**src/design/uri_percent_codec_macros.svh**
```systemverilog
// Assertion macros used by the percent codec RTL.
// Depends on nothing; included by modules that carry checks.
`ifndef URI_PERCENT_CODEC_MACROS_SVH
`define URI_PERCENT_CODEC_MACROS_SVH

// same-cycle implication
`define UPC_ASSERT_NOW(label, clk, rst, ante, cons) \
  label: assert property (@(posedge clk) disable iff (rst) (ante) |-> (cons)) \
    else $error("upc check failed");

// next-cycle implication
`define UPC_ASSERT_NEXT(label, clk, rst, ante, cons) \
  label: assert property (@(posedge clk) disable iff (rst) (ante) |=> (cons)) \
    else $error("upc check failed");

`endif

```
**src/design/upc_pkg.sv**
```systemverilog
// Package for the percent codec: types, constants, escape sets, hex helpers.
// No dependencies.
`timescale 1ns / 1ps

package upc_pkg;

  localparam logic [7:0] PCT_CHAR       = 8'h25;
  localparam int         MODE_W         = 2;
  localparam int         MODE_UNESC_BIT = 1;
  localparam int         MODE_DATA_BIT  = 0;
  localparam logic [MODE_W-1:0] MODE_RESET = 2'd0;

  typedef enum logic [1:0] {
    HELD_NONE  = 2'd0,
    HELD_PCT   = 2'd1,
    HELD_DIGIT = 2'd2
  } held_t;

  typedef struct packed {
    logic [1:0]      count;
    logic            last;
    logic [2:0][7:0] bytes;
  } upc_group_t;

  typedef struct packed {
    logic       ok;
    logic [3:0] nib;
  } hex_t;

  function automatic logic in_uri_set(input logic [7:0] b);
    return (b <= 8'd32) || (b == 8'd34) || (b == 8'd37) || (b == 8'd60) ||
           (b == 8'd62) || (b == 8'd92) || (b == 8'd94) ||
           ((b >= 8'd123) && (b <= 8'd125)) || (b >= 8'd127);
  endfunction

  function automatic logic in_data_set(input logic [7:0] b);
    return (b <= 8'd43) || (b == 8'd46) || ((b >= 8'd58) && (b <= 8'd64)) ||
           ((b >= 8'd91) && (b <= 8'd94)) || (b == 8'd96) ||
           ((b >= 8'd123) && (b <= 8'd125)) || (b >= 8'd127);
  endfunction

  function automatic hex_t hex_value(input logic [7:0] c);
    hex_t h;
    h.ok  = 1'b0;
    h.nib = 4'd0;
    if ((c >= 8'h30) && (c <= 8'h39)) begin
      h.ok  = 1'b1;
      h.nib = c[3:0];
    end else if (((c >= 8'h61) && (c <= 8'h66)) || ((c >= 8'h41) && (c <= 8'h46))) begin
      h.ok  = 1'b1;
      h.nib = c[3:0] + 4'd9;
    end
    return h;
  endfunction

  function automatic logic [7:0] hex_upper(input logic [3:0] n);
    return (n < 4'd10) ? (8'h30 + {4'd0, n}) : (8'h37 + {4'd0, n});
  endfunction

endpackage

```
**src/design/upc_in_if.sv**
```systemverilog
// Input request channel of the percent codec: one byte and a last flag.
// Depends on nothing.
`timescale 1ns / 1ps

interface upc_in_if;
  logic       valid;
  logic       ready;
  logic [7:0] in_byte;
  logic       in_last;

  modport source (output valid, output in_byte, output in_last, input ready);
  modport sink   (input valid, input in_byte, input in_last, output ready);
endinterface

```
**src/design/upc_out_if.sv**
```systemverilog
// Output request channel of the percent codec: one byte and a last flag.
// Depends on nothing.
`timescale 1ns / 1ps

interface upc_out_if;
  logic       valid;
  logic       ready;
  logic [7:0] out_byte;
  logic       out_last;

  modport source (output valid, output out_byte, output out_last, input ready);
  modport sink   (input valid, input out_byte, input out_last, output ready);
endinterface

```
**src/design/upc_decode.sv**
```systemverilog
// Per-byte decision logic and held-escape state of the percent codec.
// Depends on upc_pkg.
`timescale 1ns / 1ps

module upc_decode (
  input  logic                       clk,
  input  logic                       rst,
  input  logic [upc_pkg::MODE_W-1:0] mode,
  input  logic                       accept,
  input  logic [7:0]                 in_byte,
  input  logic                       in_last,
  output upc_pkg::upc_group_t        grp
);

  upc_pkg::held_t held_count;
  upc_pkg::held_t held_count_next;
  logic [7:0]     held_digit;
  logic [7:0]     held_digit_next;

  upc_pkg::hex_t hi;
  upc_pkg::hex_t lo;
  logic          esc;
  logic          is_pct;

  always_comb begin
    hi     = upc_pkg::hex_value(held_digit);
    lo     = upc_pkg::hex_value(in_byte);
    is_pct = (in_byte == upc_pkg::PCT_CHAR);
    esc    = mode[upc_pkg::MODE_DATA_BIT] ? upc_pkg::in_data_set(in_byte)
                                          : upc_pkg::in_uri_set(in_byte);
    grp             = '0;
    held_count_next = held_count;
    held_digit_next = held_digit;
    if (!mode[upc_pkg::MODE_UNESC_BIT]) begin
      held_count_next = upc_pkg::HELD_NONE;
      if (esc) begin
        grp.count    = 2'd3;
        grp.bytes[0] = upc_pkg::PCT_CHAR;
        grp.bytes[1] = upc_pkg::hex_upper(in_byte[7:4]);
        grp.bytes[2] = upc_pkg::hex_upper(in_byte[3:0]);
      end else begin
        grp.count    = 2'd1;
        grp.bytes[0] = in_byte;
      end
    end else begin
      case (held_count)
        upc_pkg::HELD_NONE: begin
          if (is_pct && !in_last) begin
            held_count_next = upc_pkg::HELD_PCT;
          end else begin
            grp.count    = 2'd1;
            grp.bytes[0] = in_byte;
          end
        end
        upc_pkg::HELD_PCT: begin
          held_count_next = upc_pkg::HELD_NONE;
          if (is_pct) begin
            grp.count    = 2'd1;
            grp.bytes[0] = upc_pkg::PCT_CHAR;
          end else if (lo.ok && !in_last) begin
            held_digit_next = in_byte;
            held_count_next = upc_pkg::HELD_DIGIT;
          end else begin
            grp.count    = 2'd2;
            grp.bytes[0] = upc_pkg::PCT_CHAR;
            grp.bytes[1] = in_byte;
          end
        end
        upc_pkg::HELD_DIGIT: begin
          held_count_next = upc_pkg::HELD_NONE;
          if (hi.ok && lo.ok) begin
            grp.count    = 2'd1;
            grp.bytes[0] = {hi.nib, lo.nib};
          end else begin
            grp.bytes[0] = upc_pkg::PCT_CHAR;
            grp.bytes[1] = held_digit;
            if (is_pct && !in_last) begin
              grp.count       = 2'd2;
              held_count_next = upc_pkg::HELD_PCT;
            end else begin
              grp.count    = 2'd3;
              grp.bytes[2] = in_byte;
            end
          end
        end
        default: begin
          held_count_next = upc_pkg::HELD_NONE;
          grp.count       = 2'd1;
          grp.bytes[0]    = in_byte;
        end
      endcase
    end
    if (in_last) begin
      held_count_next = upc_pkg::HELD_NONE;
      grp.last        = 1'b1;
    end
  end

  always_ff @(posedge clk) begin
    if (rst) begin
      held_count <= upc_pkg::HELD_NONE;
      held_digit <= 8'd0;
    end else if (accept) begin
      held_count <= held_count_next;
      held_digit <= held_digit_next;
    end
  end

endmodule

```
**src/design/upc_serializer.sv**
```systemverilog
// Result register of the percent codec; sends up to three bytes per item.
// Depends on upc_pkg, upc_out_if and uri_percent_codec_macros.svh.
`timescale 1ns / 1ps
`include "uri_percent_codec_macros.svh"

module upc_serializer (
  input  logic                clk,
  input  logic                rst,
  input  logic                accept,
  input  upc_pkg::upc_group_t grp_in,
  output logic                free,
  upc_out_if.source           result
);

  upc_pkg::upc_group_t grp;
  logic                grp_valid;
  logic [1:0]          grp_idx;
  logic                at_end;
  logic                out_fire;
  logic                load;

  assign at_end   = (grp_idx == (grp.count - 2'd1));
  assign out_fire = grp_valid && result.ready;
  assign free     = !grp_valid || (result.ready && at_end);
  assign load     = accept && (grp_in.count != 2'd0);

  assign result.valid    = grp_valid;
  assign result.out_last = grp.last && at_end;

  always_comb begin
    case (grp_idx)
      2'd0:    result.out_byte = grp.bytes[0];
      2'd1:    result.out_byte = grp.bytes[1];
      2'd2:    result.out_byte = grp.bytes[2];
      default: result.out_byte = grp.bytes[0];
    endcase
  end

  always_ff @(posedge clk) begin
    if (rst) begin
      grp_valid <= 1'b0;
      grp_idx   <= 2'd0;
    end else if (load) begin
      grp_valid <= 1'b1;
      grp_idx   <= 2'd0;
    end else if (out_fire) begin
      if (at_end) begin
        grp_valid <= 1'b0;
        grp_idx   <= 2'd0;
      end else begin
        grp_idx <= grp_idx + 2'd1;
      end
    end
  end

  always_ff @(posedge clk) begin
    if (load) begin
      grp <= grp_in;
    end
  end

  `UPC_ASSERT_NOW(a_count_nonzero, clk, rst, grp_valid, grp.count != 2'd0)
  `UPC_ASSERT_NOW(a_idx_in_range, clk, rst, grp_valid, grp_idx < grp.count)
  `UPC_ASSERT_NEXT(a_load_starts, clk, rst, load, grp_valid && grp_idx == 2'd0)
  `UPC_ASSERT_NEXT(a_stall_holds, clk, rst, grp_valid && !result.ready, grp_valid && $stable(grp_idx))

endmodule

```
**src/design/uri_percent_codec.sv**
```systemverilog
// The first result byte is valid in the cycle after its input request is taken.
// Throughput: one request per cycle for one-byte items while result.ready is high;
//   escapes and failed escapes send up to 3 bytes in turn from the result register.
// Items that only hold a '%' or digit give no bytes.
// Reset (rst, synchronous): mode = escape with URI set, nothing held, no result.
`timescale 1ns / 1ps

module uri_percent_codec (
  input  logic                       clk,
  input  logic                       rst,
  input  logic                       cfg_we,
  input  logic [upc_pkg::MODE_W-1:0] cfg_wdata,
  upc_in_if.sink                     feed,
  upc_out_if.source                  result
);

  logic [upc_pkg::MODE_W-1:0] mode;
  logic                       accept;
  logic                       free;
  upc_pkg::upc_group_t        grp;

  assign feed.ready = free;
  assign accept     = feed.valid && free;

  always_ff @(posedge clk) begin
    if (rst) begin
      mode <= upc_pkg::MODE_RESET;
    end else if (cfg_we) begin
      mode <= cfg_wdata;
    end
  end

  upc_decode u_decode (
    .clk     (clk),
    .rst     (rst),
    .mode    (mode),
    .accept  (accept),
    .in_byte (feed.in_byte),
    .in_last (feed.in_last),
    .grp     (grp)
  );

  upc_serializer u_serializer (
    .clk    (clk),
    .rst    (rst),
    .accept (accept),
    .grp_in (grp),
    .free   (free),
    .result (result)
  );

endmodule

```
**src/flat_wrapper.sv**
```systemverilog
// flat-port wrapper written by rule: the top's interface ports become plain ports
module uri_percent_codec_flat 
  (clk, rst, cfg_we, cfg_wdata, feed_valid, feed_in_byte, feed_in_last, feed_ready, result_valid, result_out_byte, result_out_last, result_ready);
  upc_in_if feed_i ();
  upc_out_if result_i ();
  input  logic clk;
  input  logic rst;
  input  logic cfg_we;
  input  logic [upc_pkg::MODE_W-1:0] cfg_wdata;
  input wire logic [$bits(feed_i.valid)-1:0] feed_valid;
  input wire logic [$bits(feed_i.in_byte)-1:0] feed_in_byte;
  input wire logic [$bits(feed_i.in_last)-1:0] feed_in_last;
  output wire logic [$bits(feed_i.ready)-1:0] feed_ready;
  output wire logic [$bits(result_i.valid)-1:0] result_valid;
  output wire logic [$bits(result_i.out_byte)-1:0] result_out_byte;
  output wire logic [$bits(result_i.out_last)-1:0] result_out_last;
  input wire logic [$bits(result_i.ready)-1:0] result_ready;
  assign feed_i.valid = feed_valid;
  assign feed_i.in_byte = feed_in_byte;
  assign feed_i.in_last = feed_in_last;
  assign feed_ready = feed_i.ready;
  assign result_valid = result_i.valid;
  assign result_out_byte = result_i.out_byte;
  assign result_out_last = result_i.out_last;
  assign result_i.ready = result_ready;
  uri_percent_codec u_core (.clk(clk), .rst(rst), .cfg_we(cfg_we), .cfg_wdata(cfg_wdata), .feed(feed_i), .result(result_i));
endmodule
```
**config.mk**
```make
export PLATFORM = sky130hd
export DESIGN_NAME = uri_percent_codec_flat
export DESIGN_NICKNAME = d
export VERILOG_FILES = /design/src/design/upc_pkg.sv /design/src/design/upc_in_if.sv /design/src/design/upc_out_if.sv /design/src/design/upc_decode.sv /design/src/design/upc_serializer.sv /design/src/design/uri_percent_codec.sv /design/src/flat_wrapper.sv
export VERILOG_INCLUDE_DIRS = /design/src /design/src/design
export SDC_FILE = /design/constraint.sdc
export NUM_CORES = 1
export LEC_CHECK = 0
export BUFFER_PORTS_ARGS = -buffer_cell sky130_fd_sc_hd__buf_2
export CAP_MARGIN = 20
export CORE_ASPECT_RATIO = 0.5
export CORE_MARGIN = 1
export CORE_UTILIZATION = 25
export CTS_CLUSTER_DIAMETER = 50
export DETAILED_ROUTE_END_ITERATION = 16
export GPL_TIMING_DRIVEN = 1
export HOLD_SLACK_MARGIN = 0.15
export SETUP_SLACK_MARGIN = 0.5
export SYNTH_ARGS = -nofsm -noshare
export SYNTH_HDL_FRONTEND = slang
export SYNTH_SLANG_ARGS = --single-unit
```
**constraint.sdc**
```tcl
create_clock -name clk -period 3.55 [get_ports clk]
set_input_delay 0.355 -clock clk [delete_from_list [all_inputs] [get_ports clk]]
set_output_delay 0.355 -clock clk [all_outputs]
set_load 0.005 [all_outputs]
```
* After elaboration in Yosys (flattened, before gate mapping) *
Index checks and enable logic that the tools add are counted.

word-level totals
  register bits after elaboration = 42
  bits in latches = 0
  memory bits (writable) = 0
  bits in read-only memories = 0
  output and inout port bits = 11
  memories = 0

cells by class
  add/sub/neg operators = 8
  $mul = 0
  div/mod/pow operators = 0
  order comparisons = 23
  eq/ne operators = 14
  shift-type cells = 0
  mux-type cells = 41
  bitwise operators = 1
  reductions and logical operators = 44

operator list
  operator               count
  $ge A8 B7 Y1 const B   7
  $le A8 B7 Y1 const B   7
  $mux W8                6
  $eq A8 B6 Y1 const B   5
  $le A8 B6 Y1 const B   4
  $mux W16               2
  $pmux W8 S2            2
  $add A6 B4 Y7 const A  4
  $eq A8 B7 Y1 const B   3
  $ge A8 B6 Y1 const B   3
  $mux W24               1
  $pmux W8 S3            1
  $mux W2                11
  $mux W5                4
  $logic_and A1 B1 Y1    17
  $logic_or A1 B1 Y1     17
  $mux W15               1
  $mux W7                2
  $pmux W2 S3            2
  $mux W1                9
  $add A4 B4 Y4 const B  2
  $lt A4 B4 Y1 const B   2
  $reduce_bool A2 Y1     3
  $reduce_and A5 Y1      1
  11 further kinds       15

* Depth between registers and ports, before layout *
  word-level depth = 16
  depth in mapped cells = 10

* Cells and area by module *
From an unflattened synthesis, not the netlist that was laid out.

second synthesis, totals
  cells, all modules = 342
  area total of the unflattened synthesis = 2990.4 um^2

by module, submodules not included
  module             times used  cells each  area an instance (um^2)
  upc_decode         1           256         1752.9
  upc_serializer     1           79          1163.6
  uri_percent_codec  1           7           73.8

* Worst setup path before layout *
No wires, ideal clock.

  path kind = input -> register
  from = in feed_in_byte[0]
  to = reg u_core.u_serializer.grp[0] (netlist bit) (enable)
  setup time = 0.386 ns
  arrival = 3.151 ns
  required time = 3.164 ns
  setup slack = 0.012 ns
  cell stages on the path = 9
  path buffers = 1
  cells stage by stage = buf_2 > inv_1 > ha_1 > or4b_4 > and3_1 > a41o_2 > o31a_1 > o21ai_1 > and3_1

between the ends
  longest elaborated chain between the ends = 14
  elaborated cells on any way between the ends = 60

RTL lines
  item                                                   line                  text
  from (decl)                                            flat_wrapper.sv:11    input wire logic [$bits(feed_i.in_byte)-1:0] feed_in_byte;
  branches (longest 11 deep; another with $ge A8 B7 Y1)  --
  $mux W2 (*)                                            upc_decode.sv:34      if (!mode[upc_pkg::MODE_UNESC_BIT]) begin
  $reduce_bool A2 Y1 (*)                                 upc_serializer.sv:25  assign load = accept && (grp_in.count != 2'd0);
  $logic_and A1 B1 Y1 (*)                                upc_serializer.sv:25
  via u_core.u_serializer.load                           upc_serializer.sv:20  logic load;
  to (signal assigned)                                   upc_serializer.sv:58  grp <= grp_in;
  to (decl)                                              upc_serializer.sv:15  upc_pkg::upc_group_t grp;

Mark *: on every way through the listed nets, which the timed path passes.
A chain may end at the register's enable or synchronous reset.

* Worst setup path after layout *
  from = in feed_in_byte[1]
  to = reg u_core.u_serializer.grp[0] (netlist bit) (enable)

between the ends
  longest elaborated chain between the ends = 14
  elaborated cells on any way between the ends = 60

RTL lines
  item                                                   line
  branches (longest 11 deep; another with $ge A8 B7 Y1)  --
  $mux W2 (*)                                            upc_decode.sv:34
  $reduce_bool A2 Y1 (*)                                 upc_serializer.sv:25
  $logic_and A1 B1 Y1 (*)                                upc_serializer.sv:25

Mark *: on every way between the ends.

==> results by stage <==
GRT:
- In the global route stage, overall resource usage came out at between 10 and 15%.
- The first global-routing pass estimated roughly 15 mm of wire.
- The number of global-route vias before repair is just under 3000.
- Summed over all layers, the global routing overflow is 0.
- The pin count of the biggest net entering global routing is 25.
- The number of antenna violations at the first check in global routing is 1.

Power:
- In this run, flip-flops and latches consume between 40% and 50% of the power.
- The design draws roughly 1.2 mW.
- Net switching is around 28% of the power.
- The internal portion of the total power is approximately 0.90 mW.
- The part of the total power dissipated in combinational logic is about 18%.
- Summed over all nets, the switching power comes to between 0.3 and 0.4 mW.
- The ratio of total power to cell area is approximately 320 mW/mm^2.
- The total leakage power is approximately 1.3 nW.
- IR analysis of the VDD net gives a maximum drop of 167 uV.
- In this run, the clock network consumes 36.4% of the power.

Setup path:
- Following the worst setup path forward leads to its endpoint at u_core.u_serializer.grp[0].
- The data required time at the worst endpoint is 3.53 ns.
- The delay of the slowest cell on the worst path is 0.51 ns.
- The sort of element at the end of the critical path is a flop.
- Along the worst path, the maximum fanout reaches 8.
- Traced cell by cell, the critical path runs through buf_2 -> clkinvlp_4 -> ha_1 -> or4b_4 -> and3_1 -> o2111a_2 -> o31a_1 -> o21ai_4 -> and3_2.
- The critical path is of the in2reg type.
- The launch point of the critical path is feed_in_byte[1].
- The worst register-to-register path begins at u_core.u_decode.held_digit[0].
- In this run the register-to-register setup slack is 0.78 ns.
- Data on the critical path arrives at its endpoint at around 2.9 ns.
- The element type at the critical path start is an input pin.
- In this run the critical register-to-register path is captured at u_core.u_serializer.grp[0].
- The library cell contributing the largest single delay on the critical path is or4b_4.
- The cell depth of the worst flop-to-flop path is 10.

Floorplan:
- The die extent in x is 164 um.
- The height of the die is around 83 um.
- The total area inside the core boundary comes to approximately 0.013 mm^2.
- The I/O pin count is 27.
- Once the floorplan was initialized, standard cells occupied 25.8% of the core.
- The floorplan step defined a die boundary enclosing between 0.01 and 0.015 mm^2.
- The floorplan has 29 rows.

Logic synthesis:
- The number of nets in the synthesized netlist is 400.
- The cell area that synthesis handed to floorplanning was around 0.0033 mm^2.
- The synthesized netlist devotes between 30% and 40% of its cell area to compound gates.
- The count of state elements after synthesis is 42.
- After synthesis, the share of cell area in mux cells is between 1 and 1.5%.
- Sorting the synthesized cells by area gives the leading types as edfxtp_1 (25%), dfxtp_1 (9.1%), ha_1 (7.6%), o21ai_0 (4.7%), a21oi_1 (3.8%).
- The share of the yosys chip area belonging to registers is between 30% and 40%.
- The simple logic cell fraction of the synthesized area is between 20 and 25%.
- The most used flip-flop cell after synthesis is edfxtp_1.
- The number of warnings issued by yosys is 0.
- Summing the areas of all xor and xnor instances in the mapped netlist gives 1.60% of the synthesized area.
- edfxtp_1 takes more of the synthesized area than any other cell.
- The dominant combinational cell family by area after synthesis is compound AO/OA/AOI/OAI gates.
- The number of flops mapped to enable cells by yosys is 27.
- The area share of the largest cell type after synthesis is between 20% and 30%.
- After technology mapping, the gate count stands at 364.
- The average cell area after synthesis is around 9 um^2.
- The async set or reset register ratio after synthesis is 0%.
- Of the total synthesized cell area, the portion taken by full adders, half adders and majority gates is about 7.6%.
- The number of distinct library cell variants in the gate-level netlist after synthesis is 75.

Clocking:
- The clock tree root driver cell is clkbuf_16.
- The clock drives 42 sinks.
- The number of buffers inserted during clock tree synthesis is 5.
- The H-tree was split into 2 levels.
- After clock tree synthesis, the clock-pin slew on the worst setup and hold paths is 0.06 ns.
- The TritonCTS clock tree is done.
- For the worst-skew pair, the clock arrives at the later sink with an insertion delay of between 0.2 and 0.3 ns.
- The post-CTS setup-driven buffer insertion count is 0.
- The longest clock path from root to sink contains 2 buffers.
- The quantity of hold-fixing buffers added after cts is 0.

STA:
- For the pin with the worst max-slew slack, the measured transition is 0.672 ns.
- The final count of pins violating max slew is 0.
- The number of setup violations in the final report is 0.
- Across all setup checks in the final design, the least slack found is around 0.62 ns.
- For the final database, setup skew stands at between 0.003 and 0.004 ns.
- The fmax is between 0.3 and 0.4 GHz.
- The final worst hold slack is 0.312 ns.
- Dividing the final minimum period by the clock period gives 82.6%.
- Setup repair after global routing left no endpoint under its margin.
- The worst slew slack as a fraction of its limit is a little under three fifths.
- For the final routed database, the setup TNS stands at 0 ns.
- The final-report hold violation count is 0.
- The clock period minus final worst setup slack is a little under 3 ns.

Finish:
- The finished cells cover 0.00385 mm^2.
- The final layout contains about 430 nets.
- Of the cells placed in the final design, the portion with a size suffix greater than 1 is 18.8%.
- For this run, the number of standard cells in the final layout without fillers is ~570.
- The final design utilization is 30.3%.
- The signed area change from the synthesized netlist to the final layout is 17.4%.

Drt:
- For this run, design rule violations remaining after detail routing come to 0.
- The number of detailed-route iterations in the first pass is 7.
- The vias per cell is about 5.5.
- The count of nets left with antenna violations once routing finished came out at 0.
- The routed via count is about 3100.
- In the final routed layout, each cell accounts on average for approximately 17 um.
- The routed design has 9.68 mm of wire.
- The number of DRC violations after detailed-routing iteration 0 is around 220.

Placed design:
- The post-placement cell count is about 550.
- The number of buffers inserted by port buffering is 26.
- At the placement stage, the worst setup path has a slack of approximately 0.19 ns.
- After legalization and detailed placement, the total HPWL measured slightly above 7 mm.
- Summing all placed instances gives a cell area of 0.00366 mm^2.
- The congestion estimate from routability-driven global placement came to around 0.9.

Hold path:
- The path class of the tightest hold or removal check is in2reg.

Run status:
- The flow ran to the end, and the final reports show no timing, DRC or antenna violations.

Flow run:
- The count of maximum capacitance violations is 0.
[how the worst min path moves through the flow]
stage	from	end	slack, ns	cells past startpoint
floorplan	rst	u_core.u_serializer.grp_idx[0]	0.43	1
global placement	u_core.u_decode.held_count[1]	u_core.u_decode.held_count[1]	0.49	2
detailed placement	u_core.u_decode.held_count[1]	u_core.u_decode.held_count[1]	0.50	2
CTS	cfg_wdata[1]	u_core.mode[1]	0.32	3
global route	cfg_wdata[1]	u_core.mode[1]	0.35	3
finish	cfg_wdata[1]	u_core.mode[1]	0.31	3
[layout by cell type (no fill, tap or decap), types with 3 or more instances in the layout]
cell type	count
a311oi_1	3
or3_1	3
o31ai_1	3
mux2i_1	3
a22oi_1	10
nor3_1	7
ha_1	19
xnor2_1	6
o21ai_0	31
and2_1	4
clkinvlp_4	3
a221o_1	5
o21a_1	3
nor4_1	6
edfxtp_1	27
nor2b_1	3
nor2_1	19
o22ai_1	3
a211o_1	4
clkbuf_16	5
nor4b_1	3
dfxtp_1	15
nand2b_1	5
buf_2	26
a21o_1	3
nand3_1	17
o211ai_1	3
o21ai_1	4
and3_1	4
inv_1	19
buf_4	13
nand2_1	29
a21oi_1	25
[metal layers]
metal | global-route usage [%] | share of wire [%] | up-vias
met2 | 22.7 | 45 | 128
met1 | 18.9 | 46 | 1483
met5 | 0 | 0 | -
met4 | 4.55 | 2.7 | 0
met3 | 3.20 | 6.2 | 21
li1 | - | - | 1466
[logic make-up after synthesis]
group                      Yosys count
muxes                                4
DFF                                 42
adders and majority gates           20
buffers and inverters               41
and+or+nand+nor                    118
AOI/OAI and AO/OA                  133
xor gates and xnor gates             6
[final cells by class]
class / instances / area, um^2
Multi-Input combinational cell: 284 / 2070
Sequential cell: 42 / 1110
Clock inverter: 3 / 23.8
Inverter: 21 / 82.6
Antenna cell: 1 / 2.50
Tap cell: 170 / 213
Timing Repair Buffer: 39 / 228
Clock buffer: 5 / 125
Fill cell: 1319 / 8880
[worst max-delay path, delay by kind of cell]
family | cells | cell delay [ns]
adders and majority gates | 1 | 0.24
buffers and inverters | 2 | 0.29
AOI/OAI and AO/OA | 3 | 0.97
and+or+nand+nor | 3 | 1.05
[what timing repair did]
action / in CTS / in global routing
gates resized for setup: 1 / 2
gates cloned: 1 / 2
endpoints found under the hold margin: 0 / 0
pin swaps: 1 / 1
setup endpoints to repair: 27 / 27
[synthesized netlist by cell type (6+ instances only)]
cell type / number
xnor2_1: 6
nand3_1: 17
nand2_1: 29
a22oi_1: 10
inv_1: 21
nor2_1: 19
a21oi_1: 25
dfxtp_1: 15
clkbuf_1: 10
buf_2: 7
o21ai_0: 31
nor4_1: 6
ha_1: 20
nor3_1: 7
edfxtp_1: 27
[flip-flops by register name, indices dropped and copies added (netlist names)]
name,cells
u_core.mode,2
u_core.u_decode.held_count,2
u_core.u_decode.held_digit,8
u_core.u_serializer.grp,27
u_core.u_serializer.grp_idx,2
u_core.u_serializer.result.valid,1
[power groups by stage]
stage / clock network [mW] / logic, mW / registers [mW]
6_report: 0.452 / 0.225 / 0.565
4_1_cts: 0.461 / 0.219 / 0.565
5_1_grt: 0.481 / 0.244 / 0.567
2_1_floorplan: 0 / 0.142 / 0.570
3_5_place_dp: 0 / 0.216 / 0.576
3_3_place_gp: 0 / 0.217 / 0.576
No activity file was read; power rests on OpenSTA's default activity.
